`src/rtl/core/tcw_pkg.sv`:
```
// ----------------------------------------------------------------------------
// tcw_pkg
// Shared constants, types and command codes of the text console writer.
// ----------------------------------------------------------------------------
package tcw_pkg;

  // Screen geometry.
  localparam int unsigned COLUMNS    = 80;
  localparam int unsigned ROWS       = 25;
  localparam int unsigned CELL_COUNT = COLUMNS * ROWS;
  localparam int unsigned LAST_ROW   = (ROWS - 1) * COLUMNS;

  // Field widths.
  localparam int unsigned CMD_W  = 2;
  localparam int unsigned CHAR_W = 8;
  localparam int unsigned ATTR_W = 8;
  localparam int unsigned CELL_W = 11;
  localparam int unsigned WORD_W = ATTR_W + CHAR_W;
  localparam int unsigned COL_W  = $clog2(COLUMNS);

  typedef logic [CELL_W-1:0] cell_t;
  typedef logic [WORD_W-1:0] word_t;
  typedef logic [ATTR_W-1:0] attr_t;
  typedef logic [CHAR_W-1:0] char_t;

  typedef enum logic [CMD_W-1:0] {
    CMD_WRITE = 2'd0,
    CMD_CLEAR = 2'd1,
    CMD_READ  = 2'd2
  } cmd_e;

  localparam char_t NEWLINE_CODE = 8'h0A;
  localparam char_t SPACE_CODE   = 8'h20;
  localparam attr_t ATTR_RESET   = 8'h0F;

  // Cursor update request from the sequencer.
  typedef struct packed {
    logic step;     // a character or newline beat was taken
    logic newline;  // the character is a newline
    logic home;     // clear command: cursor back to the origin
  } cur_cmd_t;

  // Cursor state as seen by the sequencer.
  typedef struct packed {
    cell_t cursor;  // current position
    cell_t next;    // position after this beat's update
    logic  scroll;  // a write beat now would run past the last cell
  } cur_stat_t;

  // Result handed to the output register.
  typedef struct packed {
    logic  load;
    word_t word;
    logic  scrolled;
  } res_t;

endpackage

```
`src/rtl/core/tcw_cursor.sv`:
```
// ----------------------------------------------------------------------------
// tcw_cursor
// Linear cursor with a running column count, so that a newline needs no
// division to find the start of the next row.
// ----------------------------------------------------------------------------
module tcw_cursor (
  input  logic               clk_i,
  input  logic               rst_ni,
  input  tcw_pkg::cur_cmd_t  cmd_i,
  input  logic               newline_i,
  output tcw_pkg::cur_stat_t stat_o
);

  import tcw_pkg::*;

  cell_t             cursor_q, cursor_d;
  logic [COL_W-1:0]  col_q, col_d;
  logic [CELL_W:0]   next_lin;
  logic              scroll;
  logic              wrap_col;

  assign wrap_col = (col_q == COL_W'(COLUMNS - 1));

  always_comb begin
    if (newline_i) begin
      next_lin = {1'b0, cursor_q} + ((CELL_W + 1)'(COLUMNS) - (CELL_W + 1)'(col_q));
    end else begin
      next_lin = {1'b0, cursor_q} + (CELL_W + 1)'(1);
    end
    scroll = (next_lin >= (CELL_W + 1)'(CELL_COUNT));
  end

  always_comb begin
    cursor_d = cursor_q;
    col_d    = col_q;
    if (cmd_i.home) begin
      cursor_d = '0;
      col_d    = '0;
    end else if (cmd_i.step) begin
      if (scroll) begin
        cursor_d = CELL_W'(LAST_ROW);
        col_d    = '0;
      end else begin
        cursor_d = next_lin[CELL_W-1:0];
        col_d    = (cmd_i.newline || wrap_col) ? '0 : col_q + COL_W'(1);
      end
    end
  end

  always_ff @(posedge clk_i or negedge rst_ni) begin
    if (!rst_ni) begin
      cursor_q <= '0;
      col_q    <= '0;
    end else begin
      cursor_q <= cursor_d;
      col_q    <= col_d;
    end
  end

  assign stat_o.cursor = cursor_q;
  assign stat_o.next   = cursor_d;
  assign stat_o.scroll = scroll;

endmodule

```
`config.mk`:
```
export PLATFORM = sky130hd
export DESIGN_NAME = tcw_cursor
export DESIGN_NICKNAME = d
export VERILOG_FILES = /design/src/rtl/core/tcw_pkg.sv /design/src/rtl/core/tcw_cursor.sv
export SDC_FILE = /design/constraint.sdc
export NUM_CORES = 1
export LEC_CHECK = 0
export ABC_AREA = 0
export CELL_PAD_IN_SITES_DETAIL_PLACEMENT = 0
export CELL_PAD_IN_SITES_GLOBAL_PLACEMENT = 1
export CORE_MARGIN = 3
export CORE_UTILIZATION = 50
export CTS_BUF_LIST = sky130_fd_sc_hd__clkbuf_8
export CTS_CLUSTER_DIAMETER = 50
export DETAILED_ROUTE_END_ITERATION = 8
export DONT_BUFFER_PORTS = 1
export MAX_ROUTING_LAYER = met4
export PLACE_DENSITY = 0.9
export REMOVE_ABC_BUFFERS = 1
export SLEW_MARGIN = 20
export SYNTH_ARGS = -nofsm -noshare
export SYNTH_HDL_FRONTEND = slang
export SYNTH_SLANG_ARGS = --single-unit
export TNS_END_PERCENT = 20
```
`constraint.sdc`:
```
create_clock -name clk_i -period 4.9 [get_ports clk_i]
set_input_delay 0.98 -clock clk_i [delete_from_list [all_inputs] [get_ports clk_i]]
set_output_delay 0.98 -clock clk_i [all_outputs]
set_load 0.1 [all_outputs]
```
==> out/metrics.cfg, run 1 <==
[critical_path]
path_depth=16
path_buf_inv=4
crit_end=stat_o[0]
critical_path_class=reg2out
r2r_slack_ps=1070
reg2reg_to=col_q[0]
startpoint_type=register
cp.arrival_ps=3830
critPathSlowestCell=or4_4
startpoint=col_q[1]
end_kind=primary output
reg2reg_from=col_q[1]
path_delay_family=simple AND/OR/NAND/NOR gates
worstPathMaxFanout=7
worst-r2r-cell-count=16
path_cells=inv_1 -> ha_2 -> nand2_1 -> a21oi_2 -> xor2_1 -> and2_4 -> ha_2 -> o211ai_1 -> nor2_1 -> o211a_1 -> or4_4 -> nor4_4 -> buf_4 -> buf_4 -> or2_4 -> buf_12
critical_path_required_ps=3920
worst_path_largest_cell_delay_ps=550

[cells_and_area]
fill_cells=206
fin_nets=217
area_delta_synth_final_pct=38.3
drive_gt1_share_pct=34.4
antenna-diode-count=0

[job]
maxCapViolations=0

[clock_tree]
clockRootBuffer=clkbuf_8
clkTransAtPathRegs_ps=70
numClockSinks=18
cts_buffers=3
clock_latency_ps=260
postCtsHoldBufs=0
cts_buffer_depth=2
cts_tree=built
cts_max_level=1

[detailed_routing]
drt-initial-drc-count=79
viasPerCell=6.47
ant_nets=0
wire_per_inst_um=19.7
drt-pass1-iter-count=4
drc=0
vias=1463
finalWirelength_um=4460

[power]
p_sw_share_pct=42.9
power_density_mw_per_mm2=229
p_sw_uw=207
leakagePower_nw=1.04
ir_drop_mv=0.160
clkPwrFrac_pct=21.9
internal_power_uw=275
p_seq_share_pct=33.3
finalPower_uw=482
combinationalPowerShare_pct=44.8

[grt]
grt_max_degree=19
antenna_found_initial=0
grt.overflow.total=0
grt_pass1_wl_um=6900
grt_pass1_vias=1453
grtUsageTotal_pct=25.7

[synth]
ys_seq_area_share_pct=29.6
yosys.area.top_type_share_pct=29.6
synth_area_mm2=0.00152
synthCells=160
ys.warnings.count=0
avgSynthCellArea_um2=9.52
synth_top_area_cell=dfrtp_1
ys_ff_latch=18
synth_cell_types=43
yosys-top-cells-area=dfrtp_1, ha_1, a22o_1

[outcome]
status=finished clean

[timing]
setup_slack_ps=90.4
hold_viol=0
layout_min_cycle_time_ps=4810
fmax_ghz=0.208
drv_slew=0
whs_ps=409
worstMarginPinSlew_ps=942
fin_crit_sh_pct=98.2
finalClockSkew_ps=8.33
finalSetupTns_ps=0
setup_violations=0
max-slew-margin-rel_pct=37.0

[die]
rows=19
start_util_pct=53.9
die_h_um=61.2
io_pins=29
fp.coreArea_mm2=0.00283
die-area_mm2=0.00375
die_x_um=61.2

[placed_design]
post-place-ws_ps=142
portBuffers=0
dp_hpwl_um=3190
gp_congestion=0.874

[hold_path]
hold_path.class=in2async

## Yosys cell counts
master and n:
a2111oi_0 1, a211o_1 2, a211oi_1 1, a211oi_2 1, a21boi_0 2, a21o_1 5, a21oi_1 6, a21oi_2 1
a221o_1 1, a22o_1 10, a311oi_1 4, a31oi_1 3, a32o_1 1, and2_1 10, and3_1 3, buf_4 1
clkbuf_1 4, dfrtp_1 18, fa_1 1, ha_1 13, inv_1 6, mux2_2 1, nand2_1 6, nand2b_1 2
nand3_1 2, nor2_1 10, nor2b_1 3, nor3_1 5, nor3_2 1, nor3b_1 1, nor4_1 3, nor4_4 1
nor4b_2 1, o2111ai_1 1, o211a_1 2, o211ai_1 5, o21ai_0 1, o21ai_2 1, o41ai_1 3, or2_2 1
or4_4 1, xnor2_1 7, xor2_1 8
## cells by family (layout without fill, tap and decap cells)
logic type                 count (synthesis)  count (layout)  synth area share [%]
and+or+nand+nor                           50              50                  19.5
adders and majority gates                 14              14                  12.0
DFF                                       18              18                  29.6
muxes                                      1               1                 0.739
xor gates and xnor gates                  15              15                  8.62
buffers and inverters                     11              46                  2.96
AOI/OAI and AO/OA                         51              51                  26.6
## worst register-to-register path, stage by stage (launching register included)
cell     delay [ps]
dfrtp_1         440
inv_1            90
ha_2            180
nand2_1          90
a21oi_2         150
xor2_1          190
and2_4          190
ha_2            310
a21o_1          200
buf_4           140
a31oi_1         230
xor2_2          320
nor4_4           90
buf_4           150
buf_4           150
nor4b_2         570
mux2_2          260
## metrics by stage
| step | instances | util (%) | area [µm²] |
|---|---|---|---|
| floorplan | 155 | - | 1500 |
| global placement | 214 | 67.9 | 1920 |
| detailed placement | 214 | 67.9 | 1920 |
| CTS | 217 | 69.9 | 1980 |
| global route | 226 | 74.5 | 2110 |
| finish | 226 | 74.5 | 2110 |
## sequential cells by signal (all words and copies together) (netlist names)
register and flops:
col_q 7, cursor_q 11
## cell type report
class,instances,area (µm²),share of cell area [%]
Sequential cell,18,450,21.4
Timing Repair Buffer,37,378,17.9
Multi-Input combinational cell,131,1180,55.8
Tap cell,31,38.8,1.84
Inverter,6,22.5,1.07
Clock buffer,3,41.3,1.96
## repair_timing
action,in CTS,in global routing
pin swaps,1,12
setup buffers,0,10
gates resized for setup,4,15
setup endpoints to repair,8,8
gates cloned,0,0
## routing by layer
layer / global-route usage, % / vias up / routed length, µm / part of all wire, %
met3: 3.98 / 10 / 166 / 3.7
met5: - / - / 0 / 0
met2: 42.1 / 50 / 2300 / 52
met1: 32.6 / 723 / 1910 / 43
li1: - / 680 / - / -
met4: 7.74 / 0 / 88 / 2.0
## worst min-delay path by stage
stage,start,end,slack (ps),depth (start not counted)
CTS,rst_ni,cursor_q[6],410,0
global placement,col_q[1],col_q[1],580,1
floorplan,col_q[1],col_q[1],530,1
detailed placement,col_q[1],col_q[1],580,1
global route,rst_ni,col_q[1],400,0
finish,rst_ni,col_q[1],410,0
## power by group through the flow
stage	sequential [mW]	clock (mW)	combinational (mW)
2_1_floorplan	0.210	0	0.0995
3_3_place_gp	0.163	0	0.197
3_5_place_dp	0.164	0	0.200
4_1_cts	0.161	0.108	0.202
5_1_grt	0.161	0.115	0.225
6_report	0.161	0.105	0.216
## layout by cell type (no fill, tap or decap), drive strengths merged, types with 2 or more instances in the layout
cell / netlist / final
a21boi: 2 / 2
o211a: 2 / 2
nor3: 6 / 6
ha: 13 / 13
nor2: 10 / 10
a21oi: 7 / 7
a21o: 5 / 5
a211o: 2 / 2
nand2b: 2 / 2
o211ai: 5 / 5
and3: 3 / 3
nor2b: 3 / 3
a22o: 10 / 10
inv: 6 / 6
xnor2: 7 / 7
o41ai: 3 / 3
a211oi: 2 / 2
clkbuf: 4 / 3
dfrtp: 18 / 18
xor2: 8 / 8
buf: 1 / 37
a311oi: 4 / 4
nand3: 2 / 2
and2: 10 / 10
nor4: 4 / 4
a31oi: 3 / 3
o21ai: 2 / 2
nand2: 6 / 6
(Power assumes the default switching activity.)
==> run 2, diff against run 1 <==
Settings changed: CORE_UTILIZATION 50 to 35, PLACE_DENSITY 0.9 to 0.69.
==> out/metrics.cfg, run 2 (same netlist as run 1, synthesis figures left out) <==
[critical_path]
critical_path_class=reg2out
end_kind=primary output
startpoint_type=register
cp.arrival_ps=3750  ; -80 ps
worst-r2r-cell-count=13  ; -3
worstPathMaxFanout=6  ; -1
critical_path_required_ps=3920  ; about the same

[grt]
grtUsageTotal_pct=17.6  ; -8.1 points
grt_pass1_wl_um=7080  ; +2.6%
grt_pass1_vias=1462  ; +0.62%
grt.overflow.total=0  ; unchanged
antenna_found_initial=0  ; unchanged
grt_max_degree=19  ; unchanged

[power]
finalPower_uw=488  ; +1.3%
clkPwrFrac_pct=25.9  ; +4.0 points
leakagePower_nw=0.991  ; -5.0%
p_sw_share_pct=42.3  ; -0.65 points
power_density_mw_per_mm2=240  ; +5.2%
p_seq_share_pct=33.1  ; -0.2 points
internal_power_uw=282  ; +2.5%
combinationalPowerShare_pct=41.0  ; -3.8 points
ir_drop_mv=0.153  ; -4.1%
p_sw_uw=207  ; -0.20%

[clock_tree]
cts_tree=built
cts_buffer_depth=2  ; unchanged
postCtsHoldBufs=0  ; unchanged
cts_buffers=3  ; unchanged
clock_latency_ps=260  ; about the same
clkTransAtPathRegs_ps=80  ; about the same
numClockSinks=18  ; unchanged
clockRootBuffer=clkbuf_8
cts_max_level=1  ; unchanged

[timing]
max-slew-margin-rel_pct=42.3  ; +5.3 points
finalSetupTns_ps=0  ; unchanged
setup_violations=0  ; unchanged
layout_min_cycle_time_ps=4730  ; -74.6 ps
drv_slew=0  ; unchanged
fmax_ghz=0.211  ; +1.6%
worstMarginPinSlew_ps=862  ; -79.8 ps
fin_crit_sh_pct=96.6  ; -1.5 points
finalClockSkew_ps=5.07  ; -3.26 ps
hold_viol=0  ; unchanged
setup_slack_ps=165  ; +74.6 ps

[cells_and_area]
top_regs=cursor_q: 11 flops, col_q: 7 flops
final_area_mm2=0.00203  ; -3.7%
largest_reg_flops=11  ; unchanged
final_cell_mix=buf_4, dfrtp_1, ha_1
final_common_cell=buf_4
fin_nets=212  ; -2.3%
fill_cells=391  ; +90%
drive_gt1_share_pct=29.8  ; -4.5 points
antenna-diode-count=0  ; unchanged
area_delta_synth_final_pct=33.3
top_register=cursor_q

[detailed_routing]
vias=1414  ; -3.3%
drt-pass1-iter-count=4  ; unchanged
finalWirelength_um=4290  ; -3.6%
wire_per_inst_um=17.8  ; -9.6%
viasPerCell=5.87  ; -9.4%
ant_nets=0  ; unchanged
drc=0  ; unchanged
drt-initial-drc-count=70  ; -11%

[placed_design]
post-place-ws_ps=61.1  ; -80.5 ps
dp_hpwl_um=3240  ; +1.7%
portBuffers=0  ; unchanged
gp_congestion=0.852  ; -2.5%
place_area_mm2=0.00189  ; -1.6%

[die]
rows=23  ; +4
io_pins=29  ; unchanged
start_util_pct=37.3  ; -17 points
die_h_um=72.0  ; +18%
fp.coreArea_mm2=0.00409  ; +44%
die_x_um=72.0  ; +18%
die-area_mm2=0.00518  ; +38%

[hold_path]
hold_path.class=in2async

[outcome]
status=finished clean

[job]
maxCapViolations=0  ; unchanged

-- run 2: cell types whose count changed in the layout (fill, tap and decap cells not counted), sizes merged --
cell / delta
buf: -6
clkbuf: +1
nor3: +1
-- run 2: routing by layer --
layer	wire length, µm	vias to the layer above	GRT usage, %
met3	430	7	6.23
met1	1860	671	22.4
met2	1950	55	27.2
li1	-	681	-
met4	47	0	3.13
met5	0	-	-
-- run 2: final timing paths --
| kind | startpoint | end | slack, ps |
|---|---|---|---|
| setup / recovery | col_q[3] | stat_o[5] | 170 |
| hold / removal | rst_ni | col_q[4] | 400 |
| setup reg to reg | col_q[1] | col_q[3] | 1190 |
| hold reg to reg | col_q[1] | col_q[1] | 590 |
| max in group asynchronous | rst_ni | cursor_q[0] | 4420 |
| min in group clk_i | col_q[1] | col_q[1] | 590 |
-- run 2: metrics by stage --
step	util, %	hold WS (ps)	instances
after detailed placement	46.2	562	234
after global placement	46.2	577	234
after global routing	49.7	389	241
final	49.7	403	241
after floorplan	-	526	155
after CTS	47.8	399	238
-- run 2: power by group through the flow --
| stage | combinational (mW) | sequential [mW] | clock [mW] |
|---|---|---|---|
| after CTS | 0.194 | 0.161 | 0.130 |
| final | 0.200 | 0.161 | 0.127 |
| after detailed placement | 0.193 | 0.164 | 0 |
| after global routing | 0.211 | 0.162 | 0.138 |
| after global placement | 0.191 | 0.164 | 0 |
| after floorplan | 0.0995 | 0.210 | 0 |
-- run 2: what timing repair did --
item	4_1_cts	5_1_grt
endpoints found under the setup margin	7	8
pin swaps	0	2
buffers inserted	0	2
gates cloned	0	1
gates resized for setup	3	14
-- run 2: cell type report --
cell class / instances / area, µm² / share of cell area [%]
Sequential cell: 18 / 450 / 22.2
Timing Repair Buffer: 31 / 289 / 14.2
Clock buffer: 4 / 55.1 / 2.71
Multi-Input combinational cell: 132 / 1150 / 56.7
Tap cell: 50 / 62.6 / 3.08
Inverter: 6 / 22.5 / 1.11
-- run 2: worst max-delay path: stages (launching register included) --
cell and delay [ps]:
dfrtp_1 470, inv_1 80, a21boi_0 300, o211a_2 350, ha_2 360, a21oi_4 180, a21boi_0 160, a2111oi_2 450
nor3_2 130, nor4_4 270, buf_4 180, nor3_4 60, a22o_1 290, buf_6 190
==> run 3, diff against run 2 <==
Settings changed: ABC_AREA 0 to 1, PLACE_DENSITY 0.69 to 0.73.
==> out/metrics.cfg, run 3 <==
[detailed_routing]
viasPerCell=4.80  ; -18%
vias=1670  ; +18%
ant_nets=0  ; unchanged
drc=0  ; unchanged
met2_length_um=1990  ; +2.0%
wire_per_inst_um=13.0  ; -27%
drt-pass1-iter-count=4  ; unchanged
drt-initial-drc-count=71  ; +1.4%
wl_met3_um=292  ; -32%
top_layer=met4
m1WireLength_um=2190  ; +18%
finalWirelength_um=4520  ; +5.2%

[critical_path]
reg2reg_from=col_q[0]
startpoint_type=register
startpoint=col_q[0]
worstPathMaxFanout=19  ; +13
cp.arrival_ps=3590  ; -160 ps
worst-r2r-cell-count=18  ; +5
critical_path_required_ps=3920  ; about the same
end_kind=primary output
critical_path_class=reg2out

[synth]
async_flop_share_pct=100  ; unchanged
ys_seq_area_share_pct=26.4  ; -3.1 points
synth_top_area_cell=dfrtp_1
synth_cell_types=31  ; -28%
ys.warnings.count=0  ; unchanged
synth_ff_type=dfrtp_1
synth_commonest_cells=nand2_1, nor2_1, inv_1, nand3_1, dfrtp_1
synthCells=260  ; +63%
avgSynthCellArea_um2=6.55  ; -31%
synth_area_mm2=0.00170  ; +12%
yosysMostFrequentCell=nand2_1
ys_ff_latch=18  ; unchanged
yosys-top-cells-area=dfrtp_1, nand2_1, ha_1
synth_edf_count=0  ; unchanged
yosys.area.top_type_share_pct=26.4  ; -3.1 points

[cells_and_area]
drive_gt1_share_pct=12.7  ; -17 points
utilization_pct=43.7  ; -6.0 points
multi_input_area_mm2=0.00110  ; -4.2%
area_delta_synth_final_pct=16.3
top_regs=cursor_q: 11 flops, col_q: 7 flops
antenna-diode-count=0  ; unchanged
fin_nets=304  ; +43%
final_cell_mix=nand2_1, nor2_1, inv_1, nand3_1, buf_4
final_common_cell=nand2_1
fill_cells=489  ; +25%
largest_reg_flops=11  ; unchanged
top_register=cursor_q
regArea_um2=450  ; unchanged

[placed_design]
portBuffers=0  ; unchanged
gp_congestion=0.816  ; -4.2%
dp_hpwl_um=3660  ; +13%

[clock_tree]
cts_buffers=3  ; unchanged
clockRootBuffer=clkbuf_8
postCtsHoldBufs=0  ; unchanged
clock_latency_ps=250  ; about the same
cts_tree=built
cts_setup_buffers=0  ; unchanged
clkTransAtPathRegs_ps=70  ; about the same
numClockSinks=18  ; unchanged
cts_max_level=1  ; unchanged
cts_buffer_depth=2  ; unchanged
cts_resized=0  ; -3

[grt]
antenna_found_initial=0  ; unchanged
grt_pass1_vias=1690  ; +16%
grt_pass1_wl_um=7560  ; +6.8%
grt_max_degree=20  ; +1
grtUsageTotal_pct=17.4  ; -0.21 points
grt.overflow.total=0  ; unchanged

[die]
start_util_pct=37.6  ; +0.29 points
die_x_um=75.8  ; +5.3%
fp.coreArea_mm2=0.00453  ; +11%
die_h_um=75.8  ; +5.3%
rows=24  ; +4.3%
die-area_mm2=0.00574  ; +11%
io_pins=29  ; unchanged

[outcome]
status=finished clean

[timing]
layout_min_cycle_time_ps=4570  ; -166 ps
finalClockSkew_ps=2.53  ; -2.54 ps
hold_viol=0  ; unchanged
max-slew-margin-rel_pct=43.0  ; +0.70 points
rsz0062_at_grt=false
drv_slew=0  ; unchanged
fmax_ghz=0.219  ; +3.6%
finalSetupTns_ps=0  ; unchanged
worstMarginPinSlew_ps=854  ; -8.31 ps
setup_violations=0  ; unchanged
fin_crit_sh_pct=93.2  ; -3.4 points

[power]
power_density_mw_per_mm2=234  ; -2.7%
leakagePower_nw=1.05  ; +5.7%
ir_drop_mv=0.172  ; +12%

[hold_path]
hold_path.class=in2async

[job]
maxCapViolations=0  ; unchanged

[run 3: cell count changes after synthesis, moves of 10 or more]
| cell | previous run | this run |
|---|---|---|
| nand3_1 | 2 | 31 |
| nand2_1 | 6 | 72 |
| inv_1 | 6 | 31 |
| and2_1 | 10 | 0 |
| nor2_1 | 10 | 35 |
| a22o_1 | 10 | 0 |
[run 3: area by class of cell]
| type | instances | share of cell area, % |
|---|---|---|
| Timing Repair Buffer | 22 | 8.33 |
| Clock buffer | 4 | 2.78 |
| Sequential cell | 18 | 22.7 |
| Tap cell | 65 | 4.10 |
| Inverter | 34 | 6.44 |
| Multi-Input combinational cell | 205 | 55.6 |
[run 3: path summary, 6_finish.rpt]
check / endpoint / slack (ps)
max: stat_o[9] / 330
min: cursor_q[8] / 410
max reg2reg: cursor_q[8] / 1270
min reg2reg: col_q[1] / 610
max in group asynchronous: cursor_q[2] / 4410
min in group clk_i: col_q[1] / 610
[run 3: cell families after synthesis]
| logic type | Yosys count | synth area share (%) |
|---|---|---|
| AOI/OAI and AO/OA | 32 | 11.5 |
| xor gates and xnor gates | 6 | 4.19 |
| adders and majority gates | 14 | 10.7 |
| buffers and inverters | 37 | 8.88 |
| DFF | 18 | 26.4 |
| and+or+nand+nor | 153 | 38.3 |
[run 3: layer usage]
| layer | global-route usage [%] | vias up |
|---|---|---|
| met5 | - | - |
| met1 | 22.6 | 739 |
| met3 | 3.43 | 4 |
| li1 | - | 884 |
| met4 | 3.50 | 0 |
| met2 | 27.9 | 43 |
[run 3: worst max-delay path, stage by stage (launching register included)]
cell	delay, ps
dfrtp_1	410
inv_1	100
ha_1	230
nand2_1	70
nor2_1	50
nor2_1	130
inv_1	80
a21oi_1	140
nor3_1	70
ha_1	370
nand2_2	130
inv_2	40
a21oi_2	150
nand2_2	100
a21oi_4	190
xor2_4	470
nand3_1	150
nand2_1	90
inv_1	380
[run 3: power breakdown]
part	switching, mW	internal, mW	leakage (nW)	total [mW]
sequential	0.00323	0.155	0.245	0.159
clock	0.0501	0.0714	0.0288	0.122
combinational	0.145	0.0388	0.774	0.183
total	0.198	0.266	1.05	0.463
[run 3: metrics by stage]
step / instance area (µm²) / worst slack [ps] / instances / total power, mW / hold slack [ps]
after floorplan: 1680 / 732 / 257 / 0.308 / 561
after global placement: 1930 / 626 / 344 / 0.345 / 612
after detailed placement: 1930 / 621 / 344 / 0.345 / 605
after CTS: 1980 / 318 / 348 / 0.471 / 406
after global routing: 1980 / 14.9 / 348 / 0.488 / 395
final: 1980 / 331 / 348 / 0.463 / 412
