### src/rtl/core/tcw_pkg.sv
// ----------------------------------------------------------------------------
// tcw_pkg
// Shared constants, types and command codes of the text console writer.
// ----------------------------------------------------------------------------
package tcw_pkg;

  // Screen geometry.
  localparam int unsigned COLUMNS    = 80;
  localparam int unsigned ROWS       = 25;
  localparam int unsigned CELL_COUNT = COLUMNS * ROWS;
  localparam int unsigned LAST_ROW   = (ROWS - 1) * COLUMNS;

  // Field widths.
  localparam int unsigned CMD_W  = 2;
  localparam int unsigned CHAR_W = 8;
  localparam int unsigned ATTR_W = 8;
  localparam int unsigned CELL_W = 11;
  localparam int unsigned WORD_W = ATTR_W + CHAR_W;
  localparam int unsigned COL_W  = $clog2(COLUMNS);

  typedef logic [CELL_W-1:0] cell_t;
  typedef logic [WORD_W-1:0] word_t;
  typedef logic [ATTR_W-1:0] attr_t;
  typedef logic [CHAR_W-1:0] char_t;

  typedef enum logic [CMD_W-1:0] {
    CMD_WRITE = 2'd0,
    CMD_CLEAR = 2'd1,
    CMD_READ  = 2'd2
  } cmd_e;

  localparam char_t NEWLINE_CODE = 8'h0A;
  localparam char_t SPACE_CODE   = 8'h20;
  localparam attr_t ATTR_RESET   = 8'h0F;

  // Cursor update request from the sequencer.
  typedef struct packed {
    logic step;     // a character or newline beat was taken
    logic newline;  // the character is a newline
    logic home;     // clear command: cursor back to the origin
  } cur_cmd_t;

  // Cursor state as seen by the sequencer.
  typedef struct packed {
    cell_t cursor;  // current position
    cell_t next;    // position after this beat's update
    logic  scroll;  // a write beat now would run past the last cell
  } cur_stat_t;

  // Result handed to the output register.
  typedef struct packed {
    logic  load;
    word_t word;
    logic  scrolled;
  } res_t;

endpackage

### src/rtl/core/tcw_seq.sv
// ----------------------------------------------------------------------------
// tcw_seq
// Command sequencer: takes input beats, drives the screen RAM port and runs
// the clear, scroll and power-up clearing sweeps.
// ----------------------------------------------------------------------------
module tcw_seq (
  input  logic               clk_i,
  input  logic               rst_ni,
  input  logic               in_valid_i,
  output logic               in_ready_o,
  input  logic [1:0]         command_i,
  input  tcw_pkg::char_t     char_code_i,
  input  tcw_pkg::cell_t     cell_index_i,
  input  tcw_pkg::attr_t     attr_i,
  input  logic               out_free_i,
  input  tcw_pkg::cur_stat_t cur_i,
  output tcw_pkg::cur_cmd_t  cur_cmd_o,
  output logic               newline_o,
  output logic               mem_we_o,
  output tcw_pkg::cell_t     mem_waddr_o,
  output tcw_pkg::word_t     mem_wdata_o,
  output logic               mem_re_o,
  output tcw_pkg::cell_t     mem_raddr_o,
  input  tcw_pkg::word_t     mem_rdata_i,
  output tcw_pkg::res_t      res_o
);

  import tcw_pkg::*;

  localparam logic [2:0] S_IDLE  = 3'd0;
  localparam logic [2:0] S_READ  = 3'd1;
  localparam logic [2:0] S_CLEAR = 3'd2;
  localparam logic [2:0] S_COPY  = 3'd3;
  localparam logic [2:0] S_FILL  = 3'd4;

  logic [2:0] state_q, state_d;
  cell_t      idx_q, idx_d;
  cell_t      wr_addr_q, wr_addr_d;
  logic       wr_pend_q, wr_pend_d;
  word_t      blank_q, blank_d;
  logic       init_q, init_d;
  logic       in_range_q, in_range_d;
  logic       accept;
  logic       is_newline;
  logic       in_range;

  assign in_ready_o = (state_q == S_IDLE) && out_free_i;
  assign accept     = in_valid_i && in_ready_o;
  assign is_newline = (char_code_i == NEWLINE_CODE);
  assign in_range   = (cell_index_i < CELL_W'(CELL_COUNT));
  assign newline_o  = is_newline;

  always_comb begin
    state_d     = state_q;
    idx_d       = idx_q;
    wr_addr_d   = wr_addr_q;
    wr_pend_d   = 1'b0;
    blank_d     = blank_q;
    init_d      = init_q;
    in_range_d  = in_range_q;
    cur_cmd_o   = '0;
    mem_we_o    = 1'b0;
    mem_waddr_o = cur_i.cursor;
    mem_wdata_o = {attr_i, char_code_i};
    mem_re_o    = 1'b0;
    mem_raddr_o = cell_index_i;
    res_o       = '0;

    // The copy read issued in the previous cycle lands here.
    if (wr_pend_q) begin
      mem_we_o    = 1'b1;
      mem_waddr_o = wr_addr_q;
      mem_wdata_o = mem_rdata_i;
    end

    unique case (state_q)
      S_IDLE: begin
        if (accept) begin
          case (command_i)
            CMD_WRITE: begin
              cur_cmd_o.step    = 1'b1;
              cur_cmd_o.newline = is_newline;
              mem_we_o          = !is_newline;
              if (cur_i.scroll) begin
                state_d = S_COPY;
                idx_d   = '0;
                blank_d = {attr_i, SPACE_CODE};
              end else begin
                res_o.load = 1'b1;
              end
            end
            CMD_CLEAR: begin
              cur_cmd_o.home = 1'b1;
              state_d        = S_CLEAR;
              idx_d          = '0;
              blank_d        = {attr_i, SPACE_CODE};
            end
            CMD_READ: begin
              mem_re_o   = in_range;
              in_range_d = in_range;
              state_d    = S_READ;
            end
            default: begin
              res_o.load = 1'b1;
            end
          endcase
        end
      end
      S_READ: begin
        res_o.load = 1'b1;
        res_o.word = in_range_q ? mem_rdata_i : '0;
        state_d    = S_IDLE;
      end
      S_CLEAR: begin
        mem_we_o    = 1'b1;
        mem_waddr_o = idx_q;
        mem_wdata_o = blank_q;
        idx_d       = idx_q + CELL_W'(1);
        if (idx_q == CELL_W'(CELL_COUNT - 1)) begin
          state_d    = S_IDLE;
          init_d     = 1'b0;
          res_o.load = !init_q;
        end
      end
      S_COPY: begin
        mem_re_o    = 1'b1;
        mem_raddr_o = idx_q + CELL_W'(COLUMNS);
        wr_pend_d   = 1'b1;
        wr_addr_d   = idx_q;
        idx_d       = idx_q + CELL_W'(1);
        if (idx_q == CELL_W'(LAST_ROW - 1)) begin
          state_d = S_FILL;
          idx_d   = CELL_W'(LAST_ROW);
        end
      end
      S_FILL: begin
        // The last copy write takes the port first, then the bottom row fills.
        if (!wr_pend_q) begin
          mem_we_o    = 1'b1;
          mem_waddr_o = idx_q;
          mem_wdata_o = blank_q;
          idx_d       = idx_q + CELL_W'(1);
          if (idx_q == CELL_W'(CELL_COUNT - 1)) begin
            state_d        = S_IDLE;
            res_o.load     = 1'b1;
            res_o.scrolled = 1'b1;
          end
        end
      end
      default: begin
        state_d = S_IDLE;
      end
    endcase
  end

  always_ff @(posedge clk_i or negedge rst_ni) begin
    if (!rst_ni) begin
      state_q   <= S_CLEAR;
      idx_q     <= '0;
      wr_pend_q <= 1'b0;
      blank_q   <= {ATTR_RESET, SPACE_CODE};
      init_q    <= 1'b1;
    end else begin
      state_q   <= state_d;
      idx_q     <= idx_d;
      wr_pend_q <= wr_pend_d;
      blank_q   <= blank_d;
      init_q    <= init_d;
    end
  end

  always_ff @(posedge clk_i) begin
    wr_addr_q  <= wr_addr_d;
    in_range_q <= in_range_d;
  end

endmodule

### config.mk
export PLATFORM = sky130hd
export DESIGN_NAME = tcw_seq
export DESIGN_NICKNAME = d
export VERILOG_FILES = /design/src/rtl/core/tcw_pkg.sv /design/src/rtl/core/tcw_seq.sv
export SDC_FILE = /design/constraint.sdc
export NUM_CORES = 1
export LEC_CHECK = 0
export BUFFER_PORTS_ARGS = -buffer_cell sky130_fd_sc_hd__buf_2
export CORE_MARGIN = 4
export CORE_UTILIZATION = 50
export CTS_CLUSTER_DIAMETER = 50
export DETAILED_ROUTE_END_ITERATION = 7
export PLACE_DENSITY = 0.95
export SLEW_MARGIN = 0
export SYNTH_ARGS = -nofsm -noshare
export SYNTH_HDL_FRONTEND = slang
export SYNTH_SLANG_ARGS = --single-unit
### constraint.sdc
create_clock -name clk_i -period 3.5 [get_ports clk_i]
set_input_delay 0.7 -clock clk_i [delete_from_list [all_inputs] [get_ports clk_i]]
set_output_delay 0.7 -clock clk_i [all_outputs]
set_load 0.02 [all_outputs]
==> results.json, run 1 <==
{
  "ys_ff_latch": 36,
  "pwr-share-clk_pct": 35.8,
  "slew_viol_final": 0,
  "dr_total_vias": 2682,
  "final_cell_mix": "123 x buf_2, 48 x nand2_1, 38 x o21ai_0",
  "grt_pass1_wl_um": 11610,
  "wl_per_cell_um": 14.79,
  "path_class": "reg2out",
  "post_cts_buffers": 0,
  "drt_iter0_markers": 106,
  "pwr-share-seq_pct": 52.9,
  "worst_slew_pin_slew_ns": 0.5697,
  "leakage_nw": 1.686,
  "max-cap-violations": 0,
  "relSlewSlack_pct": 61.98,
  "synthArstFlopShare_pct": 66.67,
  "skew_ns": 0.004246,
  "p_int_mw": 0.6406,
  "die_y_um": 81.15,
  "cts_max_path_buffers": 2,
  "nets": 501,
  "path_clk_slew_ns": 0.07,
  "pre_cts_slack_ns": 0.6416,
  "yosys-top-cells-area": "dfrtp_1 17%, edfxtp_1 13%, mux2i_1 10%",
  "grt_pass1_vias": 2616,
  "cts_sinks": 36,
  "peakVddDrop_mv": 0.1295,
  "viasPerCell": 5.440,
  "hpwl_um": 5613,
  "synth_top_area_share_pct": 16.84,
  "ant_nets": 0,
  "syn-num-nets": 392,
  "clock-root-buffer": "clkbuf_8",
  "syn_to_final_growth_pct": 27.27,
  "die_w_um": 81.15,
  "htreeDepth": 2,
  "path_max_fanout": 35,
  "postLayoutCoreUtil_pct": 66.24,
  "seq_area_frac_synth_pct": 36.20,
  "setup_viol": 0,
  "swShare_pct": 22.43,
  "wl_um": 7292,
  "syn_area_mm2": 0.002675,
  "outcome": "finished, final reports clean",
  "grt_max_degree": 36,
  "netlist.top_cell.by_area": "dfrtp_1",
  "io_buffers": 123,
  "hold_violations": 0,
  "start_kind": "flop",
  "gp_congestion": 0.8888,
  "totalNegativeSetupSlack_ns": 0,
  "setup_slack_ns": 0.4759,
  "hold_class": "in2async",
  "num-fill-cells": 453,
  "final-seq-area_um2": 969.7,
  "cp.required_ns": 2.80,
  "clock_latency_ns": 0.28,
  "globalRouteOverflowTotal": 0,
  "fin_crit_ns": 3.024,
  "num_rows": 26,
  "initial_core_util_pct": 52.04,
  "final_common_cell": "buf_2",
  "drive_above_1_share_pct": 36.41,
  "diodes": 0,
  "synth_cell_type_count": 50,
  "critPathArrivalTime_ns": 2.32,
  "ios": 135,
  "power_switching_mw": 0.1853,
  "rsz0062_at_grt": "false",
  "ctsResizeCount": 0,
  "drt_first_pass_iters": 4,
  "p_comb_share_pct": 11.3,
  "core_region_area_mm2": 0.005140,
  "multi_input_area_mm2": 0.001569,
  "min_period_over_period_pct": 86.40,
  "fp.dieArea_mm2": 0.006585,
  "cts_inserted_buffers": 5,
  "cellPowerDensity_mw_per_mm2": 242.6,
  "holdBufCountCts": 0,
  "crit_path_end_kind": "primary output",
  "yosysWarningCount": 0,
  "synth_edf_count": 12,
  "cts_tree": "yes",
  "grt.total_usage_pct": 22.30,
  "dominantRegCellSynth": "dfrtp_1",
  "antenna_found_initial": 0,
  "remaining_drc_errors": 0,
  "max_freq_mhz": 330.7,
  "syn_area_per_cell_um2": 8.547,
  "netlist_instances": 313
}
-- through the flow --
stage	cell area, um2	hold slack [ns]	std cells	total power [mW]
floorplan	2675	0.4044	313	0.4816
global placement	3314	0.4417	485	0.5341
detailed placement	3314	0.4554	485	0.5388
CTS	3405	0.4116	493	0.8344
global route	3405	0.4357	493	0.8673
finish	3405	0.3987	493	0.8259
-- worst paths after layout --
check                                  startpoint  slack, ns                       to  depth (start not counted)
max reg2reg                   wr_pend_q$_DFF_PN0_       1.29     idx_q[9]$_DFFE_PN0P_                          5
max                        state_q[2]$_DFFE_PN0P_       0.48           mem_waddr_o[7]                          6
min in group clk_i             init_q$_DFFE_PN1P_       0.47       init_q$_DFFE_PN1P_                          1
max in group asynchronous                  rst_ni       2.71      wr_pend_q$_DFF_PN0_                          1
min reg2reg                    init_q$_DFFE_PN1P_       0.47       init_q$_DFFE_PN1P_                          1
min                                        rst_ni       0.40  blank_q[14]$_DFFE_PN0P_                          1
-- sequential cells by signal (all words and copies together), names as in the netlist --
| register | count |
|---|---|
| blank_q | 8 |
| idx_q | 11 |
| in_range_q | 1 |
| init_q | 1 |
| state_q | 3 |
| wr_addr_q | 11 |
| wr_pend_q | 1 |
-- power by group through the flow --
| stage | logic [mW] | clock network, mW | registers [mW] |
|---|---|---|---|
| after floorplan | 0.0369 | 0 | 0.445 |
| after global placement | 0.0894 | 0 | 0.445 |
| after detailed placement | 0.0939 | 0 | 0.445 |
| after CTS | 0.0944 | 0.303 | 0.437 |
| after global routing | 0.106 | 0.325 | 0.437 |
| final | 0.0937 | 0.295 | 0.437 |
-- synthesized netlist by cell type (2+ instances only) --
library cell   n
a21oi_1        9
a31oi_1        6
and2_1        18
and3_1         8
and4_1         2
buf_2          5
clkbuf_1      16
dfrtp_1       18
dfstp_2        6
edfxtp_1      12
ha_1           7
inv_1         10
mux2_2         8
mux2i_1       27
nand2_1       48
nand2b_1       4
nand3_1        9
nand4_1        4
nor2_1        17
nor2b_1        2
o211ai_1       3
o21ai_0       38
o22ai_1        3
o31ai_1        2
or3b_2         2
xnor2_1        4
xor2_1         2
-- final cells by class --
class / count / share of cell area (%)
inverter: 10 / 1.103
multi-input combinational: 243 / 46.09
clock buffer: 8 / 2.646
tap: 70 / 2.573
timing repair buffer: 126 / 19.11
sequential: 36 / 28.48
-- cell families after synthesis --
family                     Yosys count  synth area share, %
and+or+nand+nor                    124                23.95
AOI/OAI and AO/OA                   70                15.29
muxes                               36                13.89
DFF                                 36                36.20
buffers and inverters               34                5.426
adders and majority gates            7                3.274
xor gates and xnor gates             6                1.964
-- critical path, cell delays in order (launching register included) --
cell and delay [ns]:
dfrtp_1 0.56, or3b_2 0.53, a21oi_4 0.33, buf_12 0.23, nand2_1 0.07, o21ai_0 0.10, buf_2 0.20
-- per-layer routing --
| metal | track usage [%] | routed length (um) |
|---|---|---|
| met1 | 27.52 | 3114 |
| met5 | 0 | 0 |
| met4 | 5.912 | 43 |
| met2 | 39.66 | 3637 |
| met3 | 4.324 | 498 |
No activity file was read; power rests on OpenSTA's default activity.
==> run 2, diff against run 1 <==
--- a/config.mk
+++ b/config.mk
@@ -7,10 +7,11 @@
 export LEC_CHECK = 0
 export BUFFER_PORTS_ARGS = -buffer_cell sky130_fd_sc_hd__buf_2
 export CORE_MARGIN = 4
-export CORE_UTILIZATION = 50
+export CORE_UTILIZATION = 46
 export CTS_CLUSTER_DIAMETER = 50
 export DETAILED_ROUTE_END_ITERATION = 7
-export PLACE_DENSITY = 0.95
+export MAX_ROUTING_LAYER = met4
+export PLACE_DENSITY = 0.89
 export SLEW_MARGIN = 0
 export SYNTH_ARGS = -nofsm -noshare
 export SYNTH_HDL_FRONTEND = slang
==> constraint.sdc (replaced) <==
create_clock -name clk_i -period 3 [get_ports clk_i]
set_input_delay 0.6 -clock clk_i [delete_from_list [all_inputs] [get_ports clk_i]]
set_output_delay 0.6 -clock clk_i [all_outputs]
set_load 0.02 [all_outputs]
==> run 2 against run 1 <==
Compared with the run above: critical path depth unchanged; clock skew is 0.00060 ns higher; combinational power grew 17%; core utilization decreased by 4.8 points; final cell count increased by 0.61%; register-to-register slack got worse by 0.51 ns; sequential share of layout area is 0.16 points lower; via count grew 0.45%; non-clock buffer count up 1; die area rose by 7.8%; worst setup slack got worse by 0.27 ns; critical endpoint is now mem_waddr_o[9]; largest power group unchanged; highest routed layer unchanged.
==> results.json, run 2 (same netlist as run 1, synthesis figures left out) <==
{
  "cts_max_path_buffers": 2,
  "core_region_area_mm2": 0.005574,
  "ctsResizeCount": 0,
  "final_cell_area_mm2": 0.003423,
  "relSlewSlack_pct": 65.47,
  "path_max_fanout": 45,
  "io_buffers": 123,
  "grt_pass1_wl_um": 11970,
  "cts_inserted_buffers": 5,
  "dr_total_vias": 2694,
  "num_rows": 27,
  "final_cell_mix": "123 x buf_2, 48 x nand2_1, 38 x o21ai_0",
  "hpwl_um": 5609,
  "p_int_mw": 0.7241,
  "wl_um": 7215,
  "htreeDepth": 2,
  "wl_per_cell_um": 14.55,
  "drt_first_pass_iters": 5,
  "die_y_um": 84.26,
  "grt_max_degree": 46,
  "setup_viol": 0,
  "slew_viol_final": 0,
  "p_comb_share_pct": 11.4,
  "rsz0062_at_grt": "false",
  "pwr-share-clk_pct": 35.6,
  "post_cts_buffers": 0,
  "antenna_found_initial": 0,
  "globalRouteOverflowTotal": 0,
  "r2r_slack_ns": 0.78,
  "swShare_pct": 24.66,
  "worstPathCellList": "or3b_2 > a21oi_4 > buf_12 > nand2_1 > o21ai_0 > buf_2",
  "cp_num_buf_inv": 2,
  "cp_top_family": "simple AND/OR/NAND/NOR gates",
  "cp.depth": 6,
  "start_kind": "flop",
  "outcome": "finished, final reports clean",
  "holdBufCountCts": 0,
  "reg_top3": "idx_q (11), wr_addr_q (11), blank_q (8)",
  "final_common_cell": "buf_2",
  "drive_above_1_share_pct": 37.26,
  "clock-root-buffer": "clkbuf_8",
  "totalNegativeSetupSlack_ns": 0,
  "viasPerCell": 5.431,
  "fin_crit_ns": 2.797,
  "clock_latency_ns": 0.29,
  "initial_core_util_pct": 47.99,
  "ios": 135,
  "fp.dieArea_mm2": 0.007100,
  "cp.required_ns": 2.40,
  "cts_tree": "yes",
  "critPathArrivalTime_ns": 2.20,
  "skew_ns": 0.004842,
  "min_period_over_period_pct": 93.23,
  "r2r_cells": 5,
  "slowest_delay_ns": 0.57,
  "pwr-share-seq_pct": 53.0,
  "power_switching_mw": 0.2370,
  "dpl_cell_area_mm2": 0.003331,
  "grt_pass1_vias": 2662,
  "syn_to_final_growth_pct": 27.97,
  "max-cap-violations": 0,
  "leakage_nw": 1.687,
  "diodes": 0,
  "remaining_drc_errors": 0,
  "grt.total_usage_pct": 20.59,
  "crit_path_top_delay_cell": "dfrtp_1",
  "worst_slew_pin_slew_ns": 0.5180,
  "die_w_um": 84.26,
  "cts_sinks": 36,
  "path_class": "reg2out",
  "postLayoutCoreUtil_pct": 61.41,
  "max_freq_mhz": 357.5,
  "cellPowerDensity_mw_per_mm2": 280.8,
  "path_clk_slew_ns": 0.07,
  "gp_congestion": 0.9531,
  "hold_class": "in2async",
  "holdWs_ns": 0.2798,
  "nets": 502,
  "ant_nets": 0,
  "drt_iter0_markers": 130,
  "crit_path_end_kind": "primary output",
  "peakVddDrop_mv": 0.1433,
  "hold_violations": 0
}
[run 2: cell types whose count changed in the layout (fill, tap and decap cells not counted)]
cell and delta:
clkbuf_8 -1, buf_4 +1, clkbuf_1 -2, nor4_1 -1, clkinvlp_4 +2, nor4_2 +1
clkinv_4 +1
[run 2: final cells by class]
| class | count | area (um2) |
|---|---|---|
| well taps | 72 | 90.09 |
| multi-input cells | 243 | 1575 |
| clock inverters | 3 | 23.77 |
| repair buffers | 127 | 658.1 |
| inverters | 10 | 37.54 |
| fillers | 458 | 2151 |
| clock buffers | 5 | 68.82 |
| flip-flops and latches | 36 | 969.7 |
[run 2: per-stage QoR]
step / total power [mW] / cells / worst slack, ns
after floorplan: 0.5621 / 313 / 0.2030
after global placement: 0.6235 / 488 / 0.4610
after detailed placement: 0.6290 / 488 / 0.4177
after CTS: 0.9694 / 496 / 0.1931
after global routing: 1.002 / 496 / 0.07027
final: 0.9611 / 496 / 0.2030
[run 2: per-layer routing]
layer	wire, um	GRT usage [%]	up-vias
met3	567	5.201	10
met1	3007	24.60	1230
met5	0	-	-
li1	-	-	1342
met2	3567	35.01	112
met4	72	4.532	0
[run 2: power groups by stage]
stage / registers (mW) / logic, mW / clock network [mW]
global route: 0.509 / 0.123 / 0.370
detailed placement: 0.519 / 0.110 / 0
finish: 0.509 / 0.110 / 0.342
CTS: 0.509 / 0.111 / 0.349
floorplan: 0.519 / 0.0432 / 0
global placement: 0.519 / 0.105 / 0
[run 2: worst paths after layout]
kind	startpoint	endpoint
setup / recovery	state_q[2]$_DFFE_PN0P_	mem_waddr_o[9]
hold / removal	rst_ni	idx_q[4]$_DFFE_PN0P_
setup reg to reg	wr_pend_q$_DFF_PN0_	idx_q[9]$_DFFE_PN0P_
hold reg to reg	init_q$_DFFE_PN1P_	init_q$_DFFE_PN1P_
max in group asynchronous	rst_ni	wr_pend_q$_DFF_PN0_
min in group clk_i	init_q$_DFFE_PN1P_	init_q$_DFFE_PN1P_
==> run 3, diff against run 2 <==
--- a/config.mk
+++ b/config.mk
@@ -12,6 +12,7 @@
 export DETAILED_ROUTE_END_ITERATION = 7
 export MAX_ROUTING_LAYER = met4
 export PLACE_DENSITY = 0.89
+export SKIP_LAST_GASP = 1
 export SLEW_MARGIN = 0
 export SYNTH_ARGS = -nofsm -noshare
 export SYNTH_HDL_FRONTEND = slang
==> constraint.sdc (replaced) <==
create_clock -name clk_i -period 3 [get_ports clk_i]
set_input_delay 0.75 -clock clk_i [delete_from_list [all_inputs] [get_ports clk_i]]
set_output_delay 0.75 -clock clk_i [all_outputs]
set_load 0.02 [all_outputs]
==> run 3 against run 2 <==
Compared with the run above: power grew 8.0%; via count decreased by 0.74%; cell area is 1.0% higher; clock power increased by 22%; largest power group unchanged; flip-flop and latch count unchanged; largest cell class unchanged; wire length up 3.5%; critical path type unchanged; highest routed layer unchanged; critical path depth stayed put; final cell count is 0.20% higher; clock skew increased by 0.0012 ns; fmax decreased by 2.8%; sequential power about the same; non-clock buffer count unchanged.
==> results.json, run 3 (same netlist as run 1, synthesis figures left out) <==
{
  "hpwl_um": 5599,
  "wl_um": 7464,
  "initial_core_util_pct": 47.99,
  "min_period_over_period_pct": 95.88,
  "r2r_start": "wr_pend_q$_DFF_PN0_",
  "start_kind": "flop",
  "path_class": "reg2out",
  "relSlewSlack_pct": 61.23,
  "setup_slack_ns": 0.1236,
  "totalNegativeSetupSlack_ns": 0,
  "ios": 135,
  "core_region_area_mm2": 0.005574,
  "setup_viol": 0,
  "crit_path_top_delay_cell": "or3b_2",
  "leakage_nw": 1.703,
  "num_rows": 27,
  "slew_viol_final": 0,
  "cp.depth": 6,
  "dpl.cell_count": 488,
  "final_common_cell": "buf_2",
  "die_w_um": 84.26,
  "reg_top3": "idx_q (11), wr_addr_q (11), blank_q (8)",
  "drt_first_pass_iters": 4,
  "fp.dieArea_mm2": 0.007100,
  "num-fill-cells": 479,
  "r2r_end": "idx_q[9]$_DFFE_PN0P_",
  "drt_iter0_markers": 116,
  "hold_violations": 0,
  "grt_pass1_vias": 2573,
  "ant_nets": 0,
  "cts_inserted_buffers": 5,
  "cp_num_buf_inv": 2,
  "diodes": 0,
  "io_buffers": 123,
  "cts_tree": "yes",
  "dr_total_vias": 2674,
  "rsz0062_at_grt": "false",
  "gp_congestion": 0.9510,
  "nets": 503,
  "pre_cts_slack_ns": 0.1480,
  "r2r_slack_ns": 0.82,
  "syn_to_final_growth_pct": 29.28,
  "grt_pass1_wl_um": 11920,
  "globalRouteOverflowTotal": 0,
  "die_y_um": 84.26,
  "remaining_drc_errors": 0,
  "cts_max_path_buffers": 2,
  "crit_path_end_kind": "primary output",
  "max_freq_mhz": 347.7,
  "cellPowerDensity_mw_per_mm2": 300.2,
  "cp.required_ns": 2.25,
  "holdWs_ns": 0.4404,
  "final_cell_mix": "123 x buf_2, 48 x nand2_1, 38 x o21ai_0",
  "fin_crit_ns": 2.876,
  "path_max_fanout": 45,
  "worstPathCellList": "or3b_2 > a21oi_4 > buf_12 > nand2_1 > o21ai_0 > buf_2",
  "clock-root-buffer": "clkbuf_8",
  "fin_cells": 497,
  "max-cap-violations": 0,
  "clock_latency_ns": 0.29,
  "htreeDepth": 2,
  "drive_above_1_share_pct": 37.41,
  "cp-startpoint": "state_q[2]$_DFFE_PN0P_",
  "peakVddDrop_mv": 0.1641,
  "skew_ns": 0.006059,
  "viasPerCell": 5.380,
  "cp_top_family": "simple AND/OR/NAND/NOR gates",
  "r2r_cells": 5,
  "wl_per_cell_um": 15.02,
  "outcome": "finished, final reports clean",
  "path_clk_slew_ns": 0.07,
  "hold_class": "in2async",
  "worst_slew_pin_slew_ns": 0.5815,
  "antenna_found_initial": 0,
  "critPathArrivalTime_ns": 2.13,
  "cts_sinks": 36,
  "grt.total_usage_pct": 20.69,
  "slowest_delay_ns": 0.52,
  "grt_max_degree": 46
}
-- run 3: per-layer routing --
metal,share of wire [%],routed length [um],GRT usage (%),up-vias
met3,8.3,618,4.612,7
met2,48,3572,33.79,120
li1,-,-,-,1332
met4,1.0,78,5.409,0
met5,0,0,-,-
met1,43,3194,25.93,1215
-- run 3: layout make-up --
class / count / area, um2 / share of cell area [%]
clock buffers: 6 / 72.57 / 2.098
clock inverters: 2 / 35.03 / 1.013
inverters: 10 / 37.54 / 1.085
multi-input cells: 244 / 1594 / 46.09
flip-flops and latches: 36 / 970.9 / 28.08
well taps: 72 / 90.09 / 2.605
repair buffers: 127 / 658.1 / 19.03
-- run 3: stage by stage --
| step | area, um2 | utilization (%) | total power, mW |
|---|---|---|---|
| after floorplan | 2690 | - | 0.5626 |
| final | 3458 | 62.04 | 1.038 |
| after global placement | 3339 | 59.91 | 0.6246 |
| after detailed placement | 3339 | 59.91 | 0.6294 |
| after CTS | 3447 | 61.84 | 1.048 |
| after global routing | 3458 | 62.04 | 1.082 |
-- run 3: worst register-to-register path: stages (launching register included) --
cell	delay (ns)
dfrtp_2	0.40
buf_4	0.28
or4b_4	0.62
o211a_2	0.21
or4b_1	0.51
nand3_1	0.10
-- run 3: power breakdown --
group	leakage, nW	switching, mW	internal, mW
Clock	0.0552	0.172	0.247
Sequential	0.389	0.00108	0.508
Combinational	1.26	0.0588	0.0517
-- run 3: repair_timing --
item                                    4_1_cts  5_1_grt
endpoints found under the setup margin        0       12
buffers inserted                              0        0
hold buffers                                  0        0
resized for setup                             0        2
-- run 3: worst max path at each step --
stage                endpoint
2_1_floorplan        mem_we_o
3_3_place_gp         mem_we_o
3_5_place_dp         mem_we_o
4_1_cts        mem_waddr_o[8]
5_1_grt        mem_waddr_o[9]
6_report       mem_waddr_o[8]
